File: config.mk
export PLATFORM = sky130hd
export DESIGN_NAME = ptdt_ram
export DESIGN_NICKNAME = d
export VERILOG_FILES = /design/src/rtl/ptdt_ram.sv
export SDC_FILE = /design/constraint.sdc
export NUM_CORES = 2
export LEC_CHECK = 0
export ABC_AREA = 1
export BUFFER_PORTS_ARGS = -buffer_cell sky130_fd_sc_hd__buf_2
export CAP_MARGIN = 5
export CORE_ASPECT_RATIO = 0.5
export CORE_MARGIN = 10
export CORE_UTILIZATION = 34
export CTS_CLUSTER_SIZE = 28
export DETAILED_ROUTE_END_ITERATION = 10
export GPL_ROUTABILITY_DRIVEN = 0
export SYNTH_ARGS = -nofsm -noshare
export SYNTH_HDL_FRONTEND = slang
export SYNTH_SLANG_ARGS = --single-unit
File: constraint.sdc
create_clock -name clk -period 9.75 [get_ports clk]
set_input_delay 0.4875 -clock clk [delete_from_list [all_inputs] [get_ports clk]]
set_output_delay 0.4875 -clock clk [all_outputs]
set_load 0.01 [all_outputs]
File: src/rtl/ptdt_ram.sv
// generic single-port-write ram with registered read
module ptdt_ram #(
    parameter int WIDTH = 32,
    parameter int DEPTH = 64
) (
    input  logic                                   clk,
    input  logic                                   we,
    input  logic [((DEPTH > 1) ? $clog2(DEPTH) : 1)-1:0] waddr,
    input  logic [WIDTH-1:0]                       wdata,
    input  logic                                   re,
    input  logic [((DEPTH > 1) ? $clog2(DEPTH) : 1)-1:0] raddr,
    output logic [WIDTH-1:0]                       rdata
);

    logic [WIDTH-1:0] mem [DEPTH];
    logic [WIDTH-1:0] rdata_reg;

    always_ff @(posedge clk)
    begin
        if (we)
        begin
            mem[waddr] <= wdata;
        end
        if (re)
        begin
            rdata_reg <= mem[raddr];
        end
    end

    assign rdata = rdata_reg;

endmodule

Word-level counts from Yosys, hierarchy flattened
Memories as Yosys holds them, arrays and structs flattened. A register that Yosys moved wholly into a read port is not among the register bits.
Cells that the tools add are included.

storage, ports and cells
  output and inout bits = 32
  register bits = 0
  RAM bits = 2,048
  word-level logic and storage cells = 3
  bits of input ports = 47
  memories kept = 1

memories
  name  words  width  rd ports  clocked after memory_dff  write ports  line  RTL
  mem   64     32     1         1                         1            15    logic [WIDTH-1:0] mem [DEPTH];

operators by class
  multiplexer cells = 2

operators with widths
  cell     number
  $mux W1  2

Logic depth before layout (Yosys ltp)
  depth in word-level cells = 2
  mapped depth = 13
  mapped depth without buffers = 9

Worst setup path after synthesis
Ideal clock, no wire load.

  path type = in2reg
  start = input we
  end = memory mem[48][0] (enable)
  library setup time = 0.502 ns
  buffers on the path = 1
  setup slack = 5.133 ns
  data arrival time = 4.115 ns
  data required time = 9.248 ns
  stages = 3
  cell sequence = clkbuf_1 nand4_1 nor4_1

on the way
  cells in the longest elaborated chain, start to end = 2

ends and longest elaborated chain
  element                        line  RTL
  start: declaration             7     input logic we,
  $mux W1                        20    if (we)
  $mux W1 (not written as such)  22    mem[waddr] <= wdata;
  end: declaration               15

Every way passes these cells.

==> impl_metrics.yaml <==
worst_setup_path:
  worst-path-buf-inv: 4
  crit_type: "input port to register"
  max_stage_delay_ns: 0.88
  required_ns: 10.45
  slowest_stage: "buf_4"
  worst_setup_path_end_kind: "register"
  crit_fanout: 89
  timing.rr.start: "mem[56][26]"
  path_cells: "buf_8 -> buf_4 -> buf_4 -> buf_4 -> nand2_1 -> nand3_1 -> nand3_1 -> nand3_1 -> nand3_1 -> nand2_1 -> nand2_1 -> nand2_1"
  start_kind: "input port"
  critPathLaunch: "raddr[0]"
  critPathArrivalTime_ns: 4.77
  cp_top_family: "buffers and inverters"
yosys:
  yosys_warnings: 0
  ys_async_sr_fraction_pct: 0
  synthCells: 6769
  avgSynthCellArea_um2: 12.3
  synth_largest_area_cell: "edfxtp_1"
  netlist-cell-type-count: 15
  synth_common_cells: "nand2_1 (2248), edfxtp_1 (2080), nand3_1 (1907), buf_2 (282), clkbuf_1 (77)"
  yosysMostFrequentCell: "nand2_1"
  synth_edf_count: 2080
  synth.net_count: 6816
  seq_area_frac_synth_pct: 75.2
  ys.flop_type: "edfxtp_1"
  synth-seq-cells: 2080
  netlist_area_um2: 83100
  synth_top_area_share_pct: 75.2
  synth_area_leaders: "edfxtp_1 (75%), nand3_1 (11%), nand2_1 (10%)"
sta:
  finalSetupViolCount: 0
  slew_viol_final: 0
  finalSetupTns_ns: 0
  min_period_ns: 4.08
  skew_ns: 0.0284
  relSlewSlack_pct: 18.6
  period_share_pct: 41.8
  tightest_slew_ns: 1.22
  finalHoldViolCount: 0
  max_freq_ghz: 0.245
  rsz0062_at_grt: "no"
finish:
  area_delta_synth_final_pct: 12.0
  n_fill_cell: 22800
  drive_gt1_share_pct: 7.78
  largest_reg_flops: 2048
  layout.cells.non_filler: 10200
  seqCellArea_um2: 62500
  fin_nets: 6787
  post-route-util_pct: 38.2
  multiInputGateArea_um2: 18800
run_status:
  status: "finished, final reports clean"
clocking:
  cts_buffer_depth: 3
  cts.sinks: 2080
  clk_pin_slew_ns: 0.06
  cts-htree-levels: 4
  hold_buffers: 0
  insertion_delay_ns: 0.83
  cts_buffers: 199
  cts_setup_buffers: 0
  root_buffer: "clkbuf_16"
  ctsResizeCount: 0
  tritoncts: "done"
grt:
  grt_antenna_before_repair: 25
  first_global_vias: 50400
  overflow: 0
  grt_usage_pct: 17.8
  grt_pass1_wl_um: 354000
  grt_max_degree: 207
drt:
  vias: 54100
  drc: 0
  detail_route.first_pass.iterations: 6
  drtIter0Drc: 7315
  post_drt_wl_per_cell_um: 24.2
  routed_wl_um: 246000
  via_per_inst: 5.33
  antenna_left: 0
flow_run:
  maxCapViolCount: 0
power_and_ir_drop:
  ir_worst_vdd_v: 0.000192
  p_per_area_nw_per_um2: 198
  p_leak_nw: 31.9
worst_hold_path:
  hold_path.startpoint: "waddr[0]"
  hp-class: "input port to register"
floorplanning:
  fp.dieW_um: 719
  row_count: 128
  fp.dieH_um: 369
  dieArea_um2: 266000
  num_io_pins: 79
  core_region_area_um2: 243000
  start_util_pct: 34.1
place:
  placedCellCount: 9789
  io_buffers: 78
  post-dp-hpwl_um: 118000
-- cells by family (layout without fill, tap and decap cells) --
| logic type | Yosys count | count (layout) | share of synthesized area (%) |
|---|---|---|---|
| flip-flops | 2080 | 2080 | 75.2 |
| buffers and inverters | 461 | 585 | 2.77 |
| other | 0 | 8 | 0 |
| AND/OR/NAND/NOR | 4228 | 4228 | 22.0 |
-- layer usage --
layer / track usage [%] / share of wire (%)
met1: 24.6 / 42
met2: 28.1 / 46
met3: 3.12 / 8.9
met4: 6.36 / 3.4
met5: 0 / 0.018
-- path summary, 6_finish.rpt --
| kind | depth (start not counted) | end | slack (ns) |
|---|---|---|---|
| max | 12 | rdata[2] | 5.67 |
| min | 2 | mem[54][10] | 0.19 |
| max reg2reg | 8 | rdata[26] | 7.82 |
| min reg2reg | 8 | rdata[0] | 0.87 |
-- cell usage in the layout (no fill, tap or decap), drive strengths merged --
master,instances
nand3,1907
edfxtp,2080
inv,15
nand4,9
clkbuf,255
nand2,2248
clkinvlp,3
buf,219
diode,8
bufinv,12
clkinv,81
nor2,56
nor4,8
-- cell type report --
class,instances,share of cell area [%]
clock inverter,99,0.807
antenna,8,0.0215
clock buffer,255,5.67
multi-input combinational,4228,20.2
tap,3250,4.37
timing repair buffer,219,1.72
inverter,12,0.0888
sequential,2080,67.1
-- where the power goes --
part | switching [mW] | internal, mW | total (mW)
logic | 0.886 | 0.252 | 1.14
registers | 0.0352 | 9.92 | 9.95
clock network | 3.22 | 4.10 | 7.32
total | 4.14 | 14.3 | 18.4
-- metrics by stage --
stage               setup WS (ns)  power, mW  hold slack, ns  cell area (µm²)
finish                       5.67       18.4           0.192            93000
global route                 5.48       18.9           0.151            93000
floorplan                    5.13       10.7           0.586            83100
CTS                          5.80       18.5           0.131            93000
global placement             4.96       11.3           0.847            87000
detailed placement           4.93       11.3           0.845            87000
Note: power is estimated with default switching activity, not from simulation.
